===== src/rtl/csws_pkg.sv =====
// Shared types, codes and constants of the clock-set write sequencer.
`default_nettype none
package csws_pkg;

	localparam int unsigned CFG_ADDR_W = 3;
	localparam int unsigned CFG_DATA_W = 32;
	localparam int unsigned IN_DATA_W  = 80;
	localparam int unsigned IN_USER_W  = 2;
	localparam int unsigned OUT_DATA_W = 40;

	localparam logic [2:0] STEP_COUNT = 3'd6;
	localparam logic [2:0] LAST_STEP  = STEP_COUNT - 3'd1;

	localparam logic [31:0] BUSY_BACKOFF_MS = 32'd1000;
	localparam logic [31:0] FAIL_BACKOFF_MS = 32'd5000;

	// register indexes on the config port
	localparam logic [CFG_ADDR_W-1:0] CFG_AUTO_EN     = 3'd0;
	localparam logic [CFG_ADDR_W-1:0] CFG_INTERVAL    = 3'd1;
	localparam logic [CFG_ADDR_W-1:0] CFG_SRC_PRESENT = 3'd2;
	localparam logic [CFG_ADDR_W-1:0] CFG_BASE_TMO    = 3'd3;
	localparam logic [CFG_ADDR_W-1:0] CFG_TMO_CAP     = 3'd4;
	localparam logic [CFG_ADDR_W-1:0] CFG_RETRY_LIM   = 3'd5;

	localparam logic [15:0] BASE_TMO_RST  = 16'd2000;
	localparam logic [19:0] TMO_CAP_RST   = 20'd16000;
	localparam logic [3:0]  RETRY_LIM_RST = 4'd3;

	typedef enum logic [1:0] {
		OP_REQUEST = 2'd0,
		OP_ACK     = 2'd1,
		OP_TIMEOUT = 2'd2,
		OP_TICK    = 2'd3
	} op_t;

	typedef enum logic [1:0] {
		ST_IDLE  = 2'd0,
		ST_EXEC  = 2'd1,
		ST_CALC  = 2'd2,
		ST_WRITE = 2'd3
	} state_t;

	// input word, last field in the lowest bits
	typedef struct packed {
		logic [3:0]  pad;
		logic [6:0]  step_tag;
		logic [2:0]  weekday;
		logic [5:0]  minute;
		logic [4:0]  hour;
		logic [4:0]  day;
		logic [3:0]  month;
		logic [11:0] year;
		logic        pending_write;
		logic        clock_valid;
		logic [31:0] now_ms;
	} in_word_t;

	// result word, last field in the lowest bits
	typedef struct packed {
		logic        busy_res;
		logic        aborted;
		logic        sequence_done;
		logic        accepted;
		logic [19:0] command_timeout_ms;
		logic [11:0] command_value;
		logic [2:0]  command_step;
		logic        issue_command;
	} out_word_t;

	typedef struct packed {
		logic load_in;
		logic exec;
		logic calc;
		logic load_out;
	} dp_cmd_t;

	typedef struct packed {
		logic issue;
	} dp_sts_t;

	// Sunday 1 .. Saturday 7 -> Sunday 0 .. Saturday 6; 0 maps like 7
	function automatic logic [2:0] weekday_code(input logic [2:0] dow);
		logic [2:0] r;
		case (dow)
			3'd0:    r = 3'd6;
			3'd1:    r = 3'd0;
			3'd2:    r = 3'd1;
			3'd3:    r = 3'd2;
			3'd4:    r = 3'd3;
			3'd5:    r = 3'd4;
			3'd6:    r = 3'd5;
			default: r = 3'd6;
		endcase
		return r;
	endfunction

endpackage
`default_nettype wire


===== src/rtl/clock_set_write_sequencer_core.sv =====
// Top level of the clock-set write sequencer: controller plus datapath.
`default_nettype none
//
// Channel  Dir  Handshake           Payload
// s_       in   s_tvalid/s_tready   s_tuser opcode, s_tdata time fields and step tag
// m_       out  m_tvalid/m_tready   m_tdata command and status word
// cfg_     in   cfg_we              cfg_addr register index, cfg_wdata value
//
// Each word passes capture, update and hand-off; a word that issues a step write
//  also passes the shift-and-cap timeout unit between update and hand-off.
// The output register frees the input side: a new word is taken while the
//  previous result still waits; only a second finished result waits on m_tready.
// Reset clears the controller and the sequence state and loads config defaults;
//  there is no clearing pass.
//
module clock_set_write_sequencer_core (
	input  wire                                 clk,
	input  wire                                 arst_n,
	// opcode [1:0]
	input  wire [csws_pkg::IN_USER_W-1:0]       s_tuser,
	// now_ms [31:0], clock_valid [32], pending_write [33], year [45:34],
	// month [49:46], day [54:50], hour [59:55], minute [65:60],
	// weekday [68:66], step_tag [75:69], zero [79:76]
	input  wire [csws_pkg::IN_DATA_W-1:0]       s_tdata,
	input  wire                                 s_tvalid,
	output logic                                s_tready,
	// issue_command [0], command_step [3:1], command_value [15:4],
	// command_timeout_ms [35:16], accepted [36], sequence_done [37],
	// aborted [38], busy_res [39]
	output logic [csws_pkg::OUT_DATA_W-1:0]     m_tdata,
	output logic                                m_tvalid,
	input  wire                                 m_tready,
	input  wire                                 cfg_we,
	input  wire [csws_pkg::CFG_ADDR_W-1:0]      cfg_addr,
	input  wire [csws_pkg::CFG_DATA_W-1:0]      cfg_wdata
);
	import csws_pkg::*;

	dp_cmd_t cmd;
	dp_sts_t sts;

	// state machine: one word at a time, result parked in the output register
	csws_ctrl u_ctrl (
		.clk      (clk),
		.arst_n   (arst_n),
		.s_tvalid (s_tvalid),
		.s_tready (s_tready),
		.m_tvalid (m_tvalid),
		.m_tready (m_tready),
		.cmd      (cmd),
		.sts      (sts)
	);

	// config, sequence state, timeout unit and result word
	csws_dp u_dp (
		.clk       (clk),
		.arst_n    (arst_n),
		.cmd       (cmd),
		.sts       (sts),
		.s_tdata   (s_tdata),
		.s_tuser   (s_tuser),
		.cfg_we    (cfg_we),
		.cfg_addr  (cfg_addr),
		.cfg_wdata (cfg_wdata),
		.m_tdata   (m_tdata)
	);

endmodule
`default_nettype wire


===== src/rtl/csws_dp.sv =====
// Datapath: config registers, sequence state, step decode, timeout unit, result register.
`default_nettype none
module csws_dp (
	input  wire                                 clk,
	input  wire                                 arst_n,
	input  csws_pkg::dp_cmd_t                   cmd,
	output csws_pkg::dp_sts_t                   sts,
	input  wire [csws_pkg::IN_DATA_W-1:0]       s_tdata,
	input  wire [csws_pkg::IN_USER_W-1:0]       s_tuser,
	input  wire                                 cfg_we,
	input  wire [csws_pkg::CFG_ADDR_W-1:0]      cfg_addr,
	input  wire [csws_pkg::CFG_DATA_W-1:0]      cfg_wdata,
	output logic [csws_pkg::OUT_DATA_W-1:0]     m_tdata
);
	import csws_pkg::*;

	// config
	logic        auto_en_q;
	logic [31:0] interval_q;
	logic        src_present_q;
	logic [15:0] base_tmo_q;
	logic [19:0] tmo_cap_q;
	logic [3:0]  retry_lim_q;

	// captured word
	in_word_t    iw_q;
	op_t         op_q;

	// sequence state
	logic        inprog_q;
	logic [2:0]  step_q;
	logic [4:0]  retry_q;
	logic [11:0] st_year_q;
	logic [3:0]  st_month_q;
	logic [4:0]  st_day_q;
	logic [4:0]  st_hour_q;
	logic [5:0]  st_minute_q;
	logic [2:0]  st_wday_q;
	logic [31:0] next_sync_q;

	// flags after update, command fields after calc
	logic        issue_s1, accepted_s1, done_s1, aborted_s1;
	logic [2:0]  step_s2;
	logic [11:0] value_s2;
	logic [19:0] tmo_s2;
	out_word_t   out_q;

	// next-state logic
	logic        inprog_nx;
	logic [2:0]  step_nx;
	logic [4:0]  retry_nx;
	logic [4:0]  retry_inc;
	logic        iss, acc, dn, ab;
	logic        start_ok, do_start, tag_ok, tick_gate, sync_upd;
	logic [31:0] sync_inc;
	logic [31:0] next_sync_nx;

	always_ff @(posedge clk or negedge arst_n) begin
		if (!arst_n) begin
			auto_en_q     <= 1'b0;
			interval_q    <= '0;
			src_present_q <= 1'b0;
			base_tmo_q    <= BASE_TMO_RST;
			tmo_cap_q     <= TMO_CAP_RST;
			retry_lim_q   <= RETRY_LIM_RST;
		end else if (cfg_we) begin
			unique case (cfg_addr)
				CFG_AUTO_EN:     auto_en_q     <= cfg_wdata[0];
				CFG_INTERVAL:    interval_q    <= cfg_wdata;
				CFG_SRC_PRESENT: src_present_q <= cfg_wdata[0];
				CFG_BASE_TMO:    base_tmo_q    <= cfg_wdata[15:0];
				CFG_TMO_CAP:     tmo_cap_q     <= cfg_wdata[19:0];
				CFG_RETRY_LIM:   retry_lim_q   <= cfg_wdata[3:0];
				default: ;
			endcase
		end
	end

	always_ff @(posedge clk or negedge arst_n) begin
		if (!arst_n) begin
			iw_q <= '0;
			op_q <= OP_REQUEST;
		end else if (cmd.load_in) begin
			iw_q <= in_word_t'(s_tdata);
			op_q <= op_t'(s_tuser);
		end
	end

	assign retry_inc = retry_q + 5'd1;
	assign tag_ok    = (iw_q.step_tag == ({4'd0, step_q} + 7'd1));
	assign start_ok  = iw_q.clock_valid && !inprog_q && !iw_q.pending_write;
	assign tick_gate = auto_en_q && src_present_q && (interval_q != 32'd0)
		&& (iw_q.now_ms >= next_sync_q);

	always_comb begin
		inprog_nx = inprog_q;
		step_nx   = step_q;
		retry_nx  = retry_q;
		iss       = 1'b0;
		acc       = 1'b0;
		dn        = 1'b0;
		ab        = 1'b0;
		do_start  = 1'b0;
		sync_upd  = 1'b0;
		sync_inc  = BUSY_BACKOFF_MS;
		unique case (op_q)
			OP_REQUEST: do_start = start_ok;
			OP_ACK: begin
				if (inprog_q && tag_ok) begin
					if (step_q == LAST_STEP) begin
						inprog_nx = 1'b0;
						step_nx   = 3'd0;
						retry_nx  = 5'd0;
						dn        = 1'b1;
					end else begin
						step_nx  = step_q + 3'd1;
						retry_nx = 5'd0;
						iss      = 1'b1;
					end
				end
			end
			OP_TIMEOUT: begin
				if (inprog_q) begin
					if (!tag_ok || (retry_inc > {1'b0, retry_lim_q})) begin
						inprog_nx = 1'b0;
						step_nx   = 3'd0;
						retry_nx  = 5'd0;
						ab        = 1'b1;
					end else begin
						retry_nx = retry_inc;
						iss      = 1'b1;
					end
				end
			end
			OP_TICK: begin
				if (tick_gate) begin
					sync_upd = 1'b1;
					if (inprog_q || iw_q.pending_write) begin
						sync_inc = BUSY_BACKOFF_MS;
					end else if (iw_q.clock_valid) begin
						do_start = 1'b1;
						sync_inc = interval_q;
					end else begin
						sync_inc = FAIL_BACKOFF_MS;
					end
				end
			end
		endcase
		if (do_start) begin
			inprog_nx = 1'b1;
			step_nx   = 3'd0;
			retry_nx  = 5'd0;
			iss       = 1'b1;
			acc       = 1'b1;
		end
		next_sync_nx = sync_upd ? (iw_q.now_ms + sync_inc) : next_sync_q;
	end

	assign sts.issue = iss;

	always_ff @(posedge clk or negedge arst_n) begin
		if (!arst_n) begin
			inprog_q    <= 1'b0;
			step_q      <= 3'd0;
			retry_q     <= 5'd0;
			st_year_q   <= 12'd0;
			st_month_q  <= 4'd1;
			st_day_q    <= 5'd1;
			st_hour_q   <= 5'd0;
			st_minute_q <= 6'd0;
			st_wday_q   <= 3'd0;
			next_sync_q <= '0;
			issue_s1    <= 1'b0;
			accepted_s1 <= 1'b0;
			done_s1     <= 1'b0;
			aborted_s1  <= 1'b0;
		end else if (cmd.exec) begin
			inprog_q    <= inprog_nx;
			step_q      <= step_nx;
			retry_q     <= retry_nx;
			next_sync_q <= next_sync_nx;
			issue_s1    <= iss;
			accepted_s1 <= acc;
			done_s1     <= dn;
			aborted_s1  <= ab;
			if (do_start) begin
				st_year_q   <= iw_q.year;
				st_month_q  <= iw_q.month;
				st_day_q    <= iw_q.day;
				st_hour_q   <= iw_q.hour;
				st_minute_q <= iw_q.minute;
				st_wday_q   <= iw_q.weekday;
			end
		end
	end

	// timeout: base doubled per retry, cap once any doubling passes it
	logic [47:0] tmo_shift;
	logic        tmo_over;
	logic [19:0] tmo_val;
	logic [11:0] step_val;

	assign tmo_shift = {32'd0, base_tmo_q} << retry_q;
	assign tmo_over  = (tmo_shift > {28'd0, tmo_cap_q});
	assign tmo_val   = (retry_q == 5'd0) ? {4'd0, base_tmo_q}
		: (tmo_over ? tmo_cap_q : tmo_shift[19:0]);

	always_comb begin
		case (step_q)
			3'd0:    step_val = st_year_q;
			3'd1:    step_val = {8'd0, st_month_q};
			3'd2:    step_val = {7'd0, st_day_q};
			3'd3:    step_val = {7'd0, st_hour_q};
			3'd4:    step_val = {6'd0, st_minute_q};
			default: step_val = {9'd0, weekday_code(st_wday_q)};
		endcase
	end

	always_ff @(posedge clk) begin
		if (cmd.calc) begin
			step_s2  <= step_q + 3'd1;
			value_s2 <= step_val;
			tmo_s2   <= tmo_val;
		end
	end

	always_ff @(posedge clk) begin
		if (cmd.load_out) begin
			out_q.issue_command      <= issue_s1;
			out_q.command_step       <= issue_s1 ? step_s2 : 3'd0;
			out_q.command_value      <= issue_s1 ? value_s2 : 12'd0;
			out_q.command_timeout_ms <= issue_s1 ? tmo_s2 : 20'd0;
			out_q.accepted           <= accepted_s1;
			out_q.sequence_done      <= done_s1;
			out_q.aborted            <= aborted_s1;
			out_q.busy_res           <= inprog_q;
		end
	end

	assign m_tdata = out_q;

	a_idle_clean: assert property (@(posedge clk) disable iff (!arst_n)
		!inprog_q |-> (step_q == 3'd0 && retry_q == 5'd0))
		else $error("idle with step or retry state left over");

	a_step_range: assert property (@(posedge clk) disable iff (!arst_n)
		step_q <= LAST_STEP)
		else $error("step index beyond last step");

	a_one_outcome: assert property (@(posedge clk) disable iff (!arst_n)
		$onehot0({issue_s1, done_s1, aborted_s1}) && (!accepted_s1 || issue_s1))
		else $error("conflicting outcome flags");

endmodule
`default_nettype wire


===== src/rtl/csws_ctrl.sv =====
// Controller: sequences capture, update, timeout calculation and result hand-off.
`default_nettype none
module csws_ctrl (
	input  wire                 clk,
	input  wire                 arst_n,
	input  wire                 s_tvalid,
	output logic                s_tready,
	output logic                m_tvalid,
	input  wire                 m_tready,
	output csws_pkg::dp_cmd_t   cmd,
	input  csws_pkg::dp_sts_t   sts
);
	import csws_pkg::*;

	state_t state_q, state_nx;
	logic   m_tvalid_q;
	logic   out_free;

	assign out_free = !m_tvalid_q || m_tready;

	always_comb begin
		state_nx = state_q;
		unique case (state_q)
			ST_IDLE:  if (s_tvalid) state_nx = ST_EXEC;
			ST_EXEC:  state_nx = sts.issue ? ST_CALC : ST_WRITE;
			ST_CALC:  state_nx = ST_WRITE;
			ST_WRITE: if (out_free) state_nx = ST_IDLE;
		endcase
	end

	always_comb begin
		s_tready     = 1'b0;
		cmd          = '0;
		unique case (state_q)
			ST_IDLE: begin
				s_tready    = 1'b1;
				cmd.load_in = s_tvalid;
			end
			ST_EXEC:  cmd.exec = 1'b1;
			ST_CALC:  cmd.calc = 1'b1;
			ST_WRITE: cmd.load_out = out_free;
		endcase
	end

	always_ff @(posedge clk or negedge arst_n) begin
		if (!arst_n) begin
			state_q    <= ST_IDLE;
			m_tvalid_q <= 1'b0;
		end else begin
			state_q <= state_nx;
			if (cmd.load_out) begin
				m_tvalid_q <= 1'b1;
			end else if (m_tready) begin
				m_tvalid_q <= 1'b0;
			end
		end
	end

	assign m_tvalid = m_tvalid_q;

	a_accept_exec: assert property (@(posedge clk) disable iff (!arst_n)
		(s_tvalid && s_tready) |=> (state_q == ST_EXEC))
		else $error("accepted word not followed by update");

	a_valid_src: assert property (@(posedge clk) disable iff (!arst_n)
		$rose(m_tvalid_q) |-> ($past(state_q) == ST_WRITE))
		else $error("result raised outside write state");

	a_calc_issue: assert property (@(posedge clk) disable iff (!arst_n)
		(state_q == ST_CALC) |-> ($past(state_q) == ST_EXEC))
		else $error("timeout calculation entered without update");

	a_no_overwrite: assert property (@(posedge clk) disable iff (!arst_n)
		cmd.load_out |-> (!m_tvalid_q || m_tready))
		else $error("pending result overwritten");

endmodule
`default_nettype wire


===== config.mk =====
export PLATFORM = sky130hd
export DESIGN_NAME = clock_set_write_sequencer_core
export DESIGN_NICKNAME = d
export VERILOG_FILES = /design/src/rtl/csws_pkg.sv /design/src/rtl/clock_set_write_sequencer_core.sv /design/src/rtl/csws_dp.sv /design/src/rtl/csws_ctrl.sv
export SDC_FILE = /design/constraint.sdc
export NUM_CORES = 1
export LEC_CHECK = 0
export BUFFER_PORTS_ARGS = -buffer_cell sky130_fd_sc_hd__buf_4
export CAP_MARGIN = 20
export CELL_PAD_IN_SITES_DETAIL_PLACEMENT = 0
export CELL_PAD_IN_SITES_GLOBAL_PLACEMENT = 1
export CORE_MARGIN = 2
export CORE_UTILIZATION = 52
export CTS_BUF_LIST = sky130_fd_sc_hd__clkbuf_16
export DETAILED_ROUTE_END_ITERATION = 10
export PLACE_DENSITY = 0.85
export SLEW_MARGIN = 5
export SYNTH_ARGS = -nofsm -noshare
export SYNTH_HDL_FRONTEND = slang
export SYNTH_SLANG_ARGS = --single-unit

===== constraint.sdc =====
create_clock -name clk -period 10.9 [get_ports clk]
set_input_delay 0.545 -clock clk [delete_from_list [all_inputs] [get_ports clk]]
set_output_delay 0.545 -clock clk [all_outputs]
set_load 0.05 [all_outputs]

==> key figures <==
Yosys
  – Syn nets: 1663
  – Mean Syn Cell Area: 11.48 µm²
  – Sequential-to-total area share from yosys stat: 49.42%
  – Count of cell types in the netlist: 70
  – Post-synth EDFFs: 75
  – Mapped Area: 0.01650 mm²
  – Syn Inst Count: 1437
  – Main flop type after synthesis: dfrtp_1
  – Fraction of registers with async set/reset: 75.81%
  – Seq cells post-synth: 310
  – Yosys warnings: 0

Drt
  – TritonRoute pass-1 iters: 8
  – Antenna viol nets, final: 0
  – Final wirelength: 38.45 mm
  – Detailed-route via count: 11628
  – Average wire per standard cell: 19.02 µm
  – DRC errors left: 0
  – Vias/cell: 5.754
  – Drt first-iter violations: 794

Global route
  – Vias in the first global route: 11800
  – Total Routing Usage GR: 23.59%
  – Grt ovf: 0
  – Antenna violations before repair: 2
  – First-pass GRT wire length: 62.24 mm
  – Largest net degree at the start of global routing: 123

Die
  – # rows: 65
  – Full die area: 0.03316 mm²
  – Die Span Y: 182.1 µm
  – Initial core utilization: 52.55%
  – I/O pin count: 164
  – Die Wd: 182.1 µm
  – Core Area: 0.03139 mm²

Power and ir drop
  – Clk pwr share: 22.8%
  – Combinational share of power: 37.0%
  – Sequential share of power: 40.2%
  – Pwr dens: 252.5 mW/mm²
  – P_int: 0.003088 W
  – LEAKAGE: 8.572 nW
  – Maximum VDD drop: 0.1496 mV
  – P_sw: 0.001767 W
  – Switching Fraction: 36.39%

Final layout
  – Highest-count cells in the layout ignoring fill and taps: 219 x dfrtp_1, 167 x buf_4, 142 x mux2_2, 116 x nand2_1, 103 x ha_1
  – Most common cell after layout, fill and taps aside: dfrtp_1
  – Fillers: 2543
  – Non-Filler Instances: 2021
  – P&R area growth vs syn: 16.58%
  – Nets: 1821
  – Share of layout cells above drive strength 1: 25.09%

Place
  – IO Port Bufs: 159
  – GP Congestion: 0.9209
  – Placed insts: 1957
  – Dpl hpwl: 28.22 mm

Timing
  – Slew margin rel.: 31.48%
  – Worst Clk Skew: 12.62 ps
  – Setup violators final: 0
  – Max Clk Rate: 0.1570 GHz
  – Worst-Margin Slew: 1028 ps
  – Setup TNS: 0 ps
  – Period minus WS final: 6371 ps
  – Final hold violation count: 0
  – Slew Viols, Final: 0
  – RSZ-0062 raised after global routing: false
  – Period utilisation layout: 58.45%

Critical path
  – Crit Path Max Fanout: 8
  – Crit path arrival time: 6790 ps
  – Register-to-Register Path Depth: 17
  – Reg2reg end: u_dp.next_sync_q[31]
  – Startpoint Class: flip-flop
  – R2R Path Start: u_dp.iw_q[26]
  – Critical path class: flip-flop to flip-flop
  – Flop2flop setup slack: 4530 ps
  – Worst Path Required: 11320 ps
  – Crit. End Element: flip-flop

Clock tree
  – Clk sinks: 310
  – CTS max path bufs: 3
  – Hold Buf Count CTS: 0
  – Clk pin slew, worst setup/hold paths: 50 ps
  – Total CTS buffers: 36
  – H-tree depth: 2
  – Post-cts sizing count: 0
  – Post-CTS setup buffer count: 0
  – CTS tree: built
  – Root Buffer: clkbuf_16
  – Clock latency on the worst-skew pair: 520 ps

Min path
  – Worst Hold Class: input port to async pin

Outcome
  – Status: finished clean

Flow run
  – Max cap viols: 0
[metal layers]
| metal | up-vias | global-route usage (%) | part of all wire (%) |
|---|---|---|---|
| met5 | - | 0 | 0 |
| met4 | 0 | 6.774 | 2.4 |
| met1 | 5712 | 32.30 | 44 |
| met2 | 310 | 38.90 | 48 |
| met3 | 64 | 4.091 | 5.9 |
| li1 | 5542 | - | - |
[cells by family after synthesis]
family	share of synthesized area [%]
simple gates	11.38
fa+ha+maj	7.934
mux	15.76
buf+inv	3.292
compound gates	10.67
flops	49.42
xor+xnor	1.540
[synth_stat cells (17+ instances only)]
cell | number | area [µm²]
a21o_1 | 19 | 142.6
a21oi_1 | 55 | 275.3
and2_1 | 72 | 450.4
clkbuf_1 | 34 | 127.6
dfrtp_1 | 219 | 5480
edfxtp_1 | 75 | 2252
ha_1 | 103 | 1289
inv_1 | 89 | 334.1
mux2_1 | 38 | 427.9
mux2_2 | 142 | 1599
mux2i_1 | 19 | 190.2
mux4_2 | 17 | 382.9
nand2_1 | 117 | 439.2
nand3_1 | 30 | 150.1
nor2_1 | 51 | 191.4
o21ai_0 | 69 | 345.3
[power groups by stage]
| stage | Sequential, W | Clock [W] | Combinational, W |
|---|---|---|---|
| floorplan | 0.00206 | 0 | 0.00115 |
| global placement | 0.00196 | 0 | 0.00173 |
| detailed placement | 0.00198 | 0 | 0.00178 |
| CTS | 0.00196 | 0.00114 | 0.00179 |
| global route | 0.00200 | 0.00119 | 0.00200 |
| finish | 0.00195 | 0.00111 | 0.00180 |
[worst max-delay path by stage]
stage,start,to,cells after the start
final,u_dp.iw_q[26],u_dp.next_sync_q[31],17
after global routing,u_dp.iw_q[26],u_dp.next_sync_q[31],17
after CTS,u_dp.iw_q[26],u_dp.next_sync_q[31],17
after detailed placement,u_dp.iw_q[26],u_dp.next_sync_q[31],17
after global placement,u_dp.iw_q[26],u_dp.next_sync_q[31],17
after floorplan,u_dp.iw_q[0],u_dp.next_sync_q[29],19
[registers in the layout (all words and copies together) (netlist names), 5 cells and up]
signal            count
u_dp.interval_q      32
u_dp.m_tdata         40
u_dp.st_minute_q      6
u_dp.tmo_cap_q       20
u_dp.st_year_q       12
u_dp.iw_q            76
u_dp.retry_q          5
u_dp.base_tmo_q      16
u_dp.value_s2        12
u_dp.st_day_q         5
u_dp.st_hour_q        5
u_dp.tmo_s2          20
u_dp.next_sync_q     32
[critical path: stages (launching register included)]
cell	delay [ps]
dfrtp_1	420
ha_1	330
and4_1	210
or3b_1	410
a2111oi_0	690
o31a_1	380
o31ai_1	240
nor3_1	320
a21boi_0	410
ha_1	370
a21o_1	230
and3_1	180
o211a_1	250
a2111oi_0	850
nor3_1	190
o311ai_1	420
a21oi_1	120
o31ai_1	240
[final cells by class]
type                    instances  area, µm²  share of cell area (%)
flip-flops and latches        310       8153                   42.39
multi-input cells             985       7829                   40.71
repair buffers                170       1324                   6.884
clock buffers                  37      925.9                   4.815
well taps                     402      503.0                   2.615
inverters                      92      345.3                   1.796
clock inverters                24      148.9                  0.7742
diodes                          1      2.502                 0.01301
[stage by stage]
step / power (W) / worst slack [ps] / instance area (µm²) / utilization (%) / hold WS, ps
finish: 0.004855 / 4529 / 19230 / 61.26 / 82.87
global route: 0.005189 / 4215 / 19230 / 61.26 / 153.4
CTS: 0.004883 / 4550 / 19170 / 61.08 / 154.7
detailed placement: 0.003756 / 4562 / 18100 / 57.65 / 435.2
global placement: 0.003692 / 4528 / 18100 / 57.65 / 429.5
floorplan: 0.003205 / 5986 / 16500 / - / 249.4
(Power assumes the default switching activity.)
